## config.mk

```make
export PLATFORM = sky130hd
export DESIGN_NAME = brac_div
export DESIGN_NICKNAME = d
export VERILOG_FILES = /design/src/sv/brac_pkg.sv /design/src/sv/brac_div.sv
export SDC_FILE = /design/constraint.sdc
export NUM_CORES = 1
export LEC_CHECK = 0
export BUFFER_PORTS_ARGS = -buffer_cell sky130_fd_sc_hd__buf_2
export CAP_MARGIN = 20
export CORE_MARGIN = 5
export CORE_UTILIZATION = 47
export CTS_CLUSTER_DIAMETER = 30
export DETAILED_ROUTE_END_ITERATION = 10
export PLACE_DENSITY = 0.76
export SYNTH_ARGS = -nofsm -noshare
export SYNTH_HDL_FRONTEND = slang
export SYNTH_SLANG_ARGS = --single-unit
```

## constraint.sdc

```tcl
create_clock -name i_clk -period 2.2 [get_ports i_clk]
set_input_delay 0.33 -clock i_clk [delete_from_list [all_inputs] [get_ports i_clk]]
set_output_delay 0.33 -clock i_clk [all_outputs]
set_load 0.005 [all_outputs]
```

## src/sv/brac_pkg.sv

```systemverilog
// Package for the bilinear resize block: sizes, register indexes, types.
// No dependencies; used by every module of the block but brac_ram.
package brac_pkg;
    localparam int MaxPlanes    = 4;
    localparam int MaxInHeight  = 64;
    localparam int MaxInWidth   = 64;
    localparam int SampleBits   = 16;
    localparam int FractionBits = 16;
    localparam int GuardBits    = 6;
    localparam int PlaneBits    = $clog2(MaxPlanes);
    localparam int RowBits      = $clog2(MaxInHeight);
    localparam int ColBits      = $clog2(MaxInWidth);
    localparam int AddrBits     = PlaneBits + RowBits + ColBits;
    localparam int StoreDepth   = MaxPlanes * MaxInHeight * MaxInWidth;
    localparam int CoordBits    = 10;
    localparam int InDimBits    = 7;
    localparam int OutDimBits   = 11;
    // position numerator: coord*(in-1) << F
    localparam int NumBits      = CoordBits + InDimBits + FractionBits;
    localparam int QuotBits     = NumBits;

    localparam logic [1:0] RegInHeight  = 2'd0;
    localparam logic [1:0] RegInWidth   = 2'd1;
    localparam logic [1:0] RegOutHeight = 2'd2;
    localparam logic [1:0] RegOutWidth  = 2'd3;

    localparam logic OpLoad   = 1'b0;
    localparam logic OpInterp = 1'b1;

    typedef enum logic [3:0] {
        t_IDLE, t_DIV, t_RD0, t_RD1, t_RD2, t_RD3, t_BLEND, t_VERT, t_OUT
    } t_state;

    // divider control
    typedef struct packed {
        logic start;
        logic busy;
    } t_div_ctl;
endpackage

```

## src/sv/brac_div.sv

```systemverilog
// Restoring divider, one quotient bit per cycle, for the coordinate map.
// Depends on brac_pkg.
module brac_div (
    input  logic                                 i_clk,
    input  logic                                 i_rst_n,
    input  logic                                 i_start,
    input  logic [brac_pkg::NumBits-1:0]         i_num,
    input  logic [brac_pkg::OutDimBits-1:0]      i_den,
    output brac_pkg::t_div_ctl                   o_ctl,
    output logic [brac_pkg::QuotBits-1:0]        o_quot
);
    localparam int CntBits = $clog2(brac_pkg::NumBits + 1);

    logic [brac_pkg::NumBits-1:0]    r_q, n_q;
    logic [brac_pkg::OutDimBits:0]   r_rem, n_rem;
    logic [brac_pkg::OutDimBits-1:0] r_den;
    logic [CntBits-1:0]              r_cnt, n_cnt;
    logic [brac_pkg::OutDimBits:0]   w_sh;

    always_comb begin
        w_sh  = {r_rem[brac_pkg::OutDimBits-1:0], r_q[brac_pkg::NumBits-1]};
        n_q   = {r_q[brac_pkg::NumBits-2:0], 1'b0};
        n_rem = w_sh;
        n_cnt = r_cnt;
        if (r_cnt != '0) begin
            n_cnt = r_cnt - 1'b1;
            if (w_sh >= {1'b0, r_den}) begin
                n_rem = w_sh - {1'b0, r_den};
                n_q[0] = 1'b1;
            end
        end else begin
            n_q   = r_q;
            n_rem = r_rem;
        end
    end

    always_ff @(posedge i_clk) begin
        if (!i_rst_n) begin
            r_cnt <= '0;
        end else if (i_start) begin
            r_cnt <= CntBits'(brac_pkg::NumBits);
        end else begin
            r_cnt <= n_cnt;
        end
        if (i_start) begin
            r_q   <= i_num;
            r_rem <= '0;
            r_den <= i_den;
        end else begin
            r_q   <= n_q;
            r_rem <= n_rem;
        end
    end

    assign o_ctl.start = i_start;
    assign o_ctl.busy  = (r_cnt != '0);
    assign o_quot      = r_q;
endmodule

```

# Word-level counts from Yosys, hierarchy flattened
# Index checks and enable logic that the tools add are counted.
# totals
reg_bits	61
latch_bits	0
mem_bits_rw	0
rom_bits	0
input_bits	47
word_cells	19
mem_count	0
# op_classes
add_sub_neg	2
multipliers	0
div_mod_pow	0
order_cmp	1
n_eq_ne	0
shift	0
mux	7
bitwise_logic	1
reduce_logical	3
# op_table
op	n
$mux 33	1
$mux 32	1
$ge 12x11->1	1
$mux 6	2
$mux 11	1
$sub 11x11->11	1
$reduce_bool 6->1	1
$sub 6x1->6 const B	1
$mux 1	2
$reduce_bool 2->1	1
$reduce_or 2->1	1
$not 1->1	1

# Depth between registers and ports, before layout
# Gate-level depths: netlist of the first run.
# logic_depth
depth_word	4
mapped_depth	10
ltp_nobuf	9

# Worst setup path before layout of the first run
# OpenSTA, ideal clock, no wires.
# synth_timing
path_kind	reg-to-reg
startpoint	register r_cnt[0]
endpoint	register r_q (netlist bit o_quot[0]) (enable)
arrival_time_ns	1.812
required_time_ns	1.812
slack_ns	0.000
path_stages_with_launch	9
path_buffers	2
period_less_slack_ns	2.200
path_cell_list	dfxtp_1 > inv_1 > ha_1 > nand2_1 > or3_1 > buf_6 > nor2_1 > buf_2 > inv_1
# synth_rtl
item	line	rtl
start, declared	brac_div.sv:17	logic [CntBits-1:0] r_cnt, n_cnt;
start signal, assigned	brac_div.sv:41	r_cnt <= CntBits'(brac_pkg::NumBits);
start signal, assigned	brac_div.sv:43	r_cnt <= n_cnt;
end signal, assigned	brac_div.sv:46	r_q <= i_num;
end signal, assigned	brac_div.sv:50	r_q <= n_q;
end, declared	brac_div.sv:14	logic [brac_pkg::NumBits-1:0] r_q, n_q;

# Final worst setup path of the first run
# layout_timing
startpoint	register r_den[7] in the netlist's numbering
endpoint	register r_q (netlist bit o_quot[0]), data pin
# layout_between
elab_chain_cells	4
# layout_rtl
item	line	rtl
start, declared	brac_div.sv:16	logic [brac_pkg::OutDimBits-1:0] r_den;
start signal, assigned	brac_div.sv:48	r_den <= i_den;
$ge 12x11->1	brac_div.sv:27	if (w_sh >= {1'b0, r_den}) begin
$mux 1	brac_div.sv:27	
$mux 1	brac_div.sv:25	if (r_cnt != '0) begin
$mux 33	brac_div.sv:45	if (i_start) begin
# Every way passes these cells. The select of a mux whose other input is x is not followed.
# A chain may end at the register's enable or synchronous reset.

==> implementation parameters, run 1 <==
Parameter                              Value

Run status
  Run status    complete, no violations

Placement
  Final RePlAce weighted congestion    0.873
  Standard cell area after detailed placement    3480 µm²
  Number of placed cells counting well taps    about 390
  Count of buffers from port buffering    81
  Post-detailed-placement half-perimeter wirelength    ~4700 µm

Drt
  Drt total wl    approximately 6400 µm
  Number of vias per cell    about 5.3
  Final routed wire length divided by cell count    roughly 16 µm
  DR DRC count    0
  Number of vias in the routed layout    approximately 2.2k
  Number of nets still failing antenna checks after routing    0
  Drt initial violations    120
  Iteration count of the initial detailed-routing pass    5

Final layout
  Layout overhead on the synthesized area    24.5%
  N_diodes    0
  Final Net Count    around 390
  Share of final-layout standard cells stronger than drive strength 1    0.435
  Post-layout instance count excluding filler cells    a little over 400
  Finished layout cell area    3730 µm²
  Most used cells in the layout excluding fill and tap cells    sky130_fd_sc_hd__buf_2, sky130_fd_sc_hd__edfxtp_1, sky130_fd_sc_hd__mux2_2
  Most common cell after layout, fill and taps aside    sky130_fd_sc_hd__buf_2

Timing
  Final-report hold violation count    0
  Achievable Freq    ~480 MHz
  Setup repair after global routing missed its margin    no
  Slew of the pin with the lowest slew margin    between 0.3 and 0.4 ns
  Finish-stage setup viols    0
  Final slew viol count    0
  Sum of negative setup slack    0 ns
  Final Cycle Share    0.947
  Worst slew margin relative to its limit    0.729
  Min Hold Slack    roughly 0.17 ns
  Maximum clock skew at final layout    roughly 0.011 ns
  Final worst path period need    2.08 ns

Worst hold path
  Type of the worst min-delay path    in -> reg

Global route
  Vias in the first global route    ~2.3k
  Gr ovfl total    0
  GRT Util Overall    0.164
  Wire length of the first global-routing pass    around 11000 µm
  Antenna violations before repair    0
  Maximum number of pins on one net before global-route repair    27

Floorplan
  X dimension of the die    ~90 µm
  Top-level I/O count    82
  Core box area    about 6300 µm²
  Initial standard-cell utilization of the core    0.477
  Area of the die    8070 µm²
  Rows    29
  Chip height    about 90 µm

Logic synthesis
  Share of synthesized registers carrying an async set or reset    0
  Proportion of synthesized chip area in sequential cells    0.555
  Top cells by area, synth    sky130_fd_sc_hd__edfxtp_1, sky130_fd_sc_hd__mux2_2, sky130_fd_sc_hd__dfxtp_1
  Fraction of post-synthesis cell area in the top cell type by area    0.441
  Warning count from the yosys run    0
  Mean instance size in the synthesized netlist    12.5 µm²
  Post-Syn Area    2990 µm²
  Post-Synthesis Cells    between 200 and 250
  Synth Flop Type    sky130_fd_sc_hd__edfxtp_1
  Number of enable-type register cells in the synthesized netlist    44
  Library cells used by synthesis    48
  Net count after synthesis    299
  Synthesis-stage register bit count    between 60 and 70
  Library cell occupying the most area in the post-synthesis netlist    sky130_fd_sc_hd__edfxtp_1

Worst setup path
  CP Capture Point    o_quot[0]$_DFFE_PP_
  Worst Setup End Kind    flip-flop
  Maximum fanout count along the critical path    5
  Reg-to-Reg Start    r_den[7]$_DFFE_PP_
  Setup Crit Path Kind    reg -> reg
  Worst Setup Start Kind    flip-flop
  Critical path arrival    approximately 2.2 ns
  FF-to-FF End    o_quot[0]$_DFFE_PP_
  Required time of the worst setup path    2.28 ns
  Slack of the worst reg-to-reg path    around 0.12 ns
  Reg2reg path depth    7
  Worst setup startpoint    r_den[7]$_DFFE_PP_

Clock tree
  Root buffer selected by CTS    sky130_fd_sc_hd__clkbuf_8
  Clk buf depth    2
  Clock tree from TritonCTS    done
  Number of buffers inserted during clock tree synthesis    9
  Clock-pin slew reported for the worst setup and hold paths after clock tree synthesis    around 0.070 ns
  H-Tree Level Count    3
  Cts-stage hold buffer count    0
  Number of sinks on the clock net    61
  Skew-Pair Late Insertion Delay    about 0.33 ns

Pwr
  Peak supply drop    between 0.5 and 0.6 mV
  Power density over the cells    ~890 nW/µm²
  Leakage power figure    1.59 nW

Job
  Count of maximum capacitance violations    0
[per-stage QoR]
| stage | util | setup WS, ns | power (mW) |
|---|---|---|---|
| finish | 0.594 | 0.117 | 3.32 |
| global placement | 0.554 | 0.106 | 2.21 |
| CTS | 0.590 | 0.000997 | 3.34 |
| global route | 0.594 | 0.0174 | 3.52 |
| floorplan | - | 0.000344 | 1.96 |
| detailed placement | 0.554 | -0.0151 | 2.23 |
[critical path, cell delays in order, from the launching register on]
cell	delay, ns
sky130_fd_sc_hd__edfxtp_1	0.33
sky130_fd_sc_hd__inv_1	0.05
sky130_fd_sc_hd__ha_1	0.36
sky130_fd_sc_hd__a21oi_2	0.21
sky130_fd_sc_hd__o21ai_1	0.09
sky130_fd_sc_hd__a211o_1	0.32
sky130_fd_sc_hd__a21o_1	0.20
sky130_fd_sc_hd__mux2_2	0.28
[registers in the layout (all words and copies together) (netlist names)]
register / flops
o_quot: 33
r_rem: 11
r_cnt: 6
r_den: 11
[worst min-delay path by stage]
stage          depth (start not counted)                    end                  start
6_report                               1    r_den[10]$_DFFE_PP_              i_den[10]
5_1_grt                                1    r_den[10]$_DFFE_PP_              i_den[10]
4_1_cts                                1    r_den[10]$_DFFE_PP_              i_den[10]
3_5_place_dp                           2  r_cnt[3]$_SDFFE_PP0P_  r_cnt[3]$_SDFFE_PP0P_
3_3_place_gp                           2  r_cnt[3]$_SDFFE_PP0P_  r_cnt[3]$_SDFFE_PP0P_
2_1_floorplan                          0     r_den[0]$_DFFE_PP_               i_den[0]
[routing by layer]
layer	routed length, µm	vias to the layer above	GRT usage
met2	2860	78	0.237
met5	0	-	0
met4	68	0	0.0642
met3	605	5	0.0643
met1	2830	1037	0.220
li1	-	1073	-
[report_power, final]
part / switching [mW] / internal, mW / leakage [nW] / total [mW]
logic: 0.345 / 0.337 / 0.900 / 0.682
registers: 0.0976 / 1.45 / 0.590 / 1.55
clock network: 0.429 / 0.666 / 0.104 / 1.10
total: 0.871 / 2.45 / 1.59 / 3.32
[synthesized netlist by cell type, types with 3 or more instances]
library cell	instances
sky130_fd_sc_hd__nor3_1	3
sky130_fd_sc_hd__xor2_1	3
sky130_fd_sc_hd__dfxtp_1	17
sky130_fd_sc_hd__clkbuf_1	4
sky130_fd_sc_hd__nor2_1	6
sky130_fd_sc_hd__o21ai_1	5
sky130_fd_sc_hd__o21a_1	3
sky130_fd_sc_hd__a21oi_1	5
sky130_fd_sc_hd__ha_1	12
sky130_fd_sc_hd__inv_1	17
sky130_fd_sc_hd__nand2_1	15
sky130_fd_sc_hd__nand2b_1	4
sky130_fd_sc_hd__nand3_1	7
sky130_fd_sc_hd__a32oi_1	4
sky130_fd_sc_hd__mux2_2	33
sky130_fd_sc_hd__o311ai_0	3
sky130_fd_sc_hd__edfxtp_1	44
sky130_fd_sc_hd__o21ai_0	10
sky130_fd_sc_hd__xnor2_1	6
[area by class of cell]
class / count / area, µm²
Clock buffer: 12 / 145
Sequential cell: 61 / 1660
Multi-Input combinational cell: 151 / 1230
Fill cell: 547 / 2550
Timing Repair Buffer: 88 / 458
Tap cell: 77 / 96.3
Inverter: 17 / 63.8
Clock inverter: 4 / 71.3
[timing repair]
action | in CTS | in global routing
buffers inserted | 1 | 0
resized for setup | 2 | 8
pin swaps | 1 | 1
endpoints found under the setup margin | 3 | 11
[cell families (layout without fill, tap and decap cells)]
group / Yosys count / count (layout) / synth area share
buffers and inverters: 27 / 121 / 0.0422
multiplexers: 34 / 34 / 0.127
AO/OA/AOI/OAI: 45 / 45 / 0.102
adder cells (fa/ha/maj): 13 / 13 / 0.0568
flip-flops: 61 / 61 / 0.555
XOR/XNOR: 9 / 9 / 0.0263
AND/OR/NAND/NOR: 50 / 50 / 0.0898
(Power assumes the default switching activity.)
==> inputs of run 2 (changes only) <==
Settings changed: BUFFER_PORTS_ARGS -buffer_cell sky130_fd_sc_hd__buf_2 to default, CORE_UTILIZATION 47 to 48, CTS_BUF_LIST from default to sky130_fd_sc_hd__clkbuf_8, DONT_BUFFER_PORTS from default to 1, PLACE_DENSITY 0.76 to 0.65.
==> run 2 against run 1 <==
  * Die area is 1.9% lower
  * Worst setup slack got worse by 0.013 ns
  * First-iteration DRC count is 18% lower
  * Sequential power is essentially flat
==> implementation parameters, run 2 (same netlist as run 1, synthesis figures left out) <==
Parameter                              Value

Timing
  Finish-stage setup viols    0 (unchanged)
  Final Cycle Share    0.953 (was 0.947)
  Worst slew margin relative to its limit    0.763 (was 0.729)
  Final worst path period need    2.10 ns (was 2.08 ns)
  Setup repair after global routing missed its margin    no (unchanged)
  Final slew viol count    0 (unchanged)
  Final-report hold violation count    0 (unchanged)
  Slew of the pin with the lowest slew margin    0.356 ns (was 0.396 ns)
  Sum of negative setup slack    0 ns (unchanged)
  Maximum clock skew at final layout    0.00740 ns (was 0.0112 ns)
  Achievable Freq    477 MHz (was 480 MHz)
  Min Hold Slack    0.0873 ns (was 0.173 ns)

Run status
  Run status    complete, no violations (unchanged)

Clock tree
  Root buffer selected by CTS    sky130_fd_sc_hd__clkbuf_8 (unchanged)
  Number of buffers inserted during clock tree synthesis    9 (unchanged)
  Clock-pin slew reported for the worst setup and hold paths after clock tree synthesis    0.07 ns (about the same)
  Clock tree from TritonCTS    done (unchanged)
  Skew-Pair Late Insertion Delay    0.34 ns (was 0.33 ns)
  Clk buf depth    2 (unchanged)
  H-Tree Level Count    3 (unchanged)
  Number of sinks on the clock net    61 (unchanged)

Final layout
  Post-layout instance count excluding filler cells    326 (was 410)
  Most used cells in the layout excluding fill and tap cells    sky130_fd_sc_hd__edfxtp_1, sky130_fd_sc_hd__mux2_2, sky130_fd_sc_hd__inv_1, sky130_fd_sc_hd__dfxtp_1, sky130_fd_sc_hd__nand2_1 (was sky130_fd_sc_hd__buf_2, sky130_fd_sc_hd__edfxtp_1, sky130_fd_sc_hd__mux2_2)
  Final Net Count    306 (was 388)
  Multi-input logic area    1230 µm² (about the same)
  Largest register FFs    33 (unchanged)
  Layout overhead on the synthesized area    10.4% (was 24.5%)
  Most common cell after layout, fill and taps aside    sky130_fd_sc_hd__edfxtp_1 (was sky130_fd_sc_hd__buf_2)
  Footprint of the flip-flops and latches    1660 µm² (unchanged)
  Fillcell total    509 (was 547)
  Share of final-layout standard cells stronger than drive strength 1    0.259 (was 0.435)
  N_diodes    0 (unchanged)

Pwr
  Combinational group share of total power    0.159 (was 0.205)
  Relative contribution of sequential cells to total power    0.518 (was 0.465)
  Int Pwr    2.21 mW (was 2.45 mW)
  Portion of total power attributed to the clock network    0.323 (was 0.330)
  Switching power summed over all nets    0.844 mW (was 0.871 mW)
  Leakage power figure    1.26 nW (was 1.59 nW)
  Switching Share    0.276 (was 0.262)
  Peak supply drop    0.508 mV (was 0.557 mV)
  Power density over the cells    925 nW/µm² (was 891 nW/µm²)

Worst setup path
  Reg2reg path depth    9 (was 7)
  Worst Setup End Kind    flip-flop (unchanged)
  Setup Crit Path Kind    reg -> reg (unchanged)
  Critical path arrival    2.38 ns (was 2.16 ns)
  Maximum fanout count along the critical path    2 (was 5)
  Cell with the largest stage delay on the worst path    sky130_fd_sc_hd__or4_1 (was sky130_fd_sc_hd__ha_1)
  Ordered cell list for the critical path    inv_1, ha_2, fa_2, nor2b_2, o21ai_0, nand4b_1, a21oi_2, or4_1, nand3_1 (was inv_1, ha_1, a21oi_2, o21ai_1, a211o_1, a21o_1, mux2_2)
  Delay-heaviest family, CP    simple AND/OR/NAND/NOR gates (was compound AO/OA/AOI/OAI gates)
  Worst path buffer plus inverter count    1 (unchanged)
  Reg-to-Reg Start    o_quot[32]$_DFFE_PP_ (was r_den[7]$_DFFE_PP_)
  Slack of the worst reg-to-reg path    0.10 ns (was 0.12 ns)
  FF-to-FF End    r_rem[4]$_SDFFE_PP0P_ (was o_quot[0]$_DFFE_PP_)
  Worst Setup Start Kind    flip-flop (unchanged)
  Required time of the worst setup path    2.48 ns (was 2.28 ns)
  Slowest stage delay, CP    0.52 ns (was 0.36 ns)

Global route
  Gr ovfl total    0 (unchanged)
  Antenna violations before repair    0 (unchanged)
  GRT Util Overall    0.150 (was 0.164)
  Vias in the first global route    1849 (was 2279)
  Wire length of the first global-routing pass    8940 µm (was 10700 µm)
  Maximum number of pins on one net before global-route repair    49 (was 27)

Drt
  Drt initial violations    99 (was 120)
  Final routed wire length divided by cell count    17.8 µm (was 15.5 µm)
  Iteration count of the initial detailed-routing pass    6 (was 5)
  Number of vias per cell    5.75 (was 5.35)
  Drt total wl    5800 µm (was 6370 µm)
  Number of nets still failing antenna checks after routing    0 (unchanged)
  DR DRC count    0 (unchanged)
  Number of vias in the routed layout    1876 (was 2193)

Placement
  Final RePlAce weighted congestion    0.846 (was 0.873)
  Number of placed cells counting well taps    308 (was 393)
  Count of buffers from port buffering    0 (was 81)
  Post-detailed-placement half-perimeter wirelength    4020 µm (was 4710 µm)

Worst hold path
  Worst min-delay path startpoint    i_den[4] (was i_den[10])
  Type of the worst min-delay path    in -> reg (unchanged)
  Worst hold path endpoint    r_den[4]$_DFFE_PP_ (was r_den[10]$_DFFE_PP_)
  Number of cells traversed by the worst hold path    0 (was 1)

Floorplan
  Initial standard-cell utilization of the core    0.500 (was 0.477)
  Chip height    89.0 µm (was 89.8 µm)
  Top-level I/O count    82 (unchanged)
  Core box area    5990 µm² (was 6280 µm²)
  Rows    28 (was 29)
  X dimension of the die    89.0 µm (was 89.8 µm)
  Area of the die    7920 µm² (was 8070 µm²)

Job
  Count of maximum capacitance violations    0 (unchanged)
==> run 2: cell types whose count changed in the layout (fill, tap and decap cells not counted), sizes merged <==
cell and delta:
clkbuf -3, bufinv -1, inv +1, clkinv +1
clkinvlp +2, buf -82
==> run 2: per-layer routing <==
layer / part of all wire / vias to the layer above / track usage
met5: 0 / - / 0
met4: 0.011 / 0 / 0.0501
met3: 0.076 / 7 / 0.0710
met2: 0.47 / 58 / 0.223
met1: 0.44 / 898 / 0.194
li1: - / 913 / -
==> run 2: what timing repair did <==
action / in CTS / in global routing
endpoints found under the setup margin: 0 / 9
hold buffers: 0 / 0
resized for setup: 0 / 6
setup buffers: 0 / 2
==> run 2: worst max-delay path by stage <==
stage                     startpoint  slack [ns]                     to  cells after the start
2_1_floorplan  r_cnt[0]$_SDFFE_PN0P_      0.0003    o_quot[0]$_DFFE_PP_                      8
3_3_place_gp      r_den[7]$_DFFE_PP_        0.12    o_quot[0]$_DFFE_PP_                      7
3_5_place_dp    o_quot[32]$_DFFE_PP_        0.06  r_rem[1]$_SDFFE_PP0P_                      9
4_1_cts         o_quot[32]$_DFFE_PP_        0.03  r_rem[4]$_SDFFE_PP0P_                      9
5_1_grt         o_quot[32]$_DFFE_PP_       0.006  r_rem[4]$_SDFFE_PP0P_                      9
6_report        o_quot[32]$_DFFE_PP_        0.10  r_rem[4]$_SDFFE_PP0P_                      9
==> run 2: final cells by class <==
cell class                 instances  share of cell area
clock buffer                       9              0.0375
clock inverter                     7              0.0227
inverter                          17              0.0193
multi-input combinational        151               0.372
sequential                        61               0.503
tap                               75              0.0284
timing repair buffer               6              0.0174
==> run 2: stage by stage <==
stage          setup WS [ns]  utilization  power (mW)  cell area (µm²)
3_5_place_dp          0.0635        0.512        2.07             3070
4_1_cts               0.0317        0.545        3.08             3270
5_1_grt              0.00631        0.552        3.23             3300
2_1_floorplan       0.000344            -        1.96             2990
3_3_place_gp           0.117        0.512        2.07             3070
6_report               0.103        0.552        3.06             3300
==> run 2: power by group through the flow <==
stage / sequential (mW) / combinational, mW / clock [mW]
global route: 1.60 / 0.548 / 1.07
CTS: 1.59 / 0.471 / 1.02
detailed placement: 1.61 / 0.466 / 0
global placement: 1.61 / 0.459 / 0
floorplan: 1.56 / 0.397 / 0
finish: 1.58 / 0.487 / 0.987
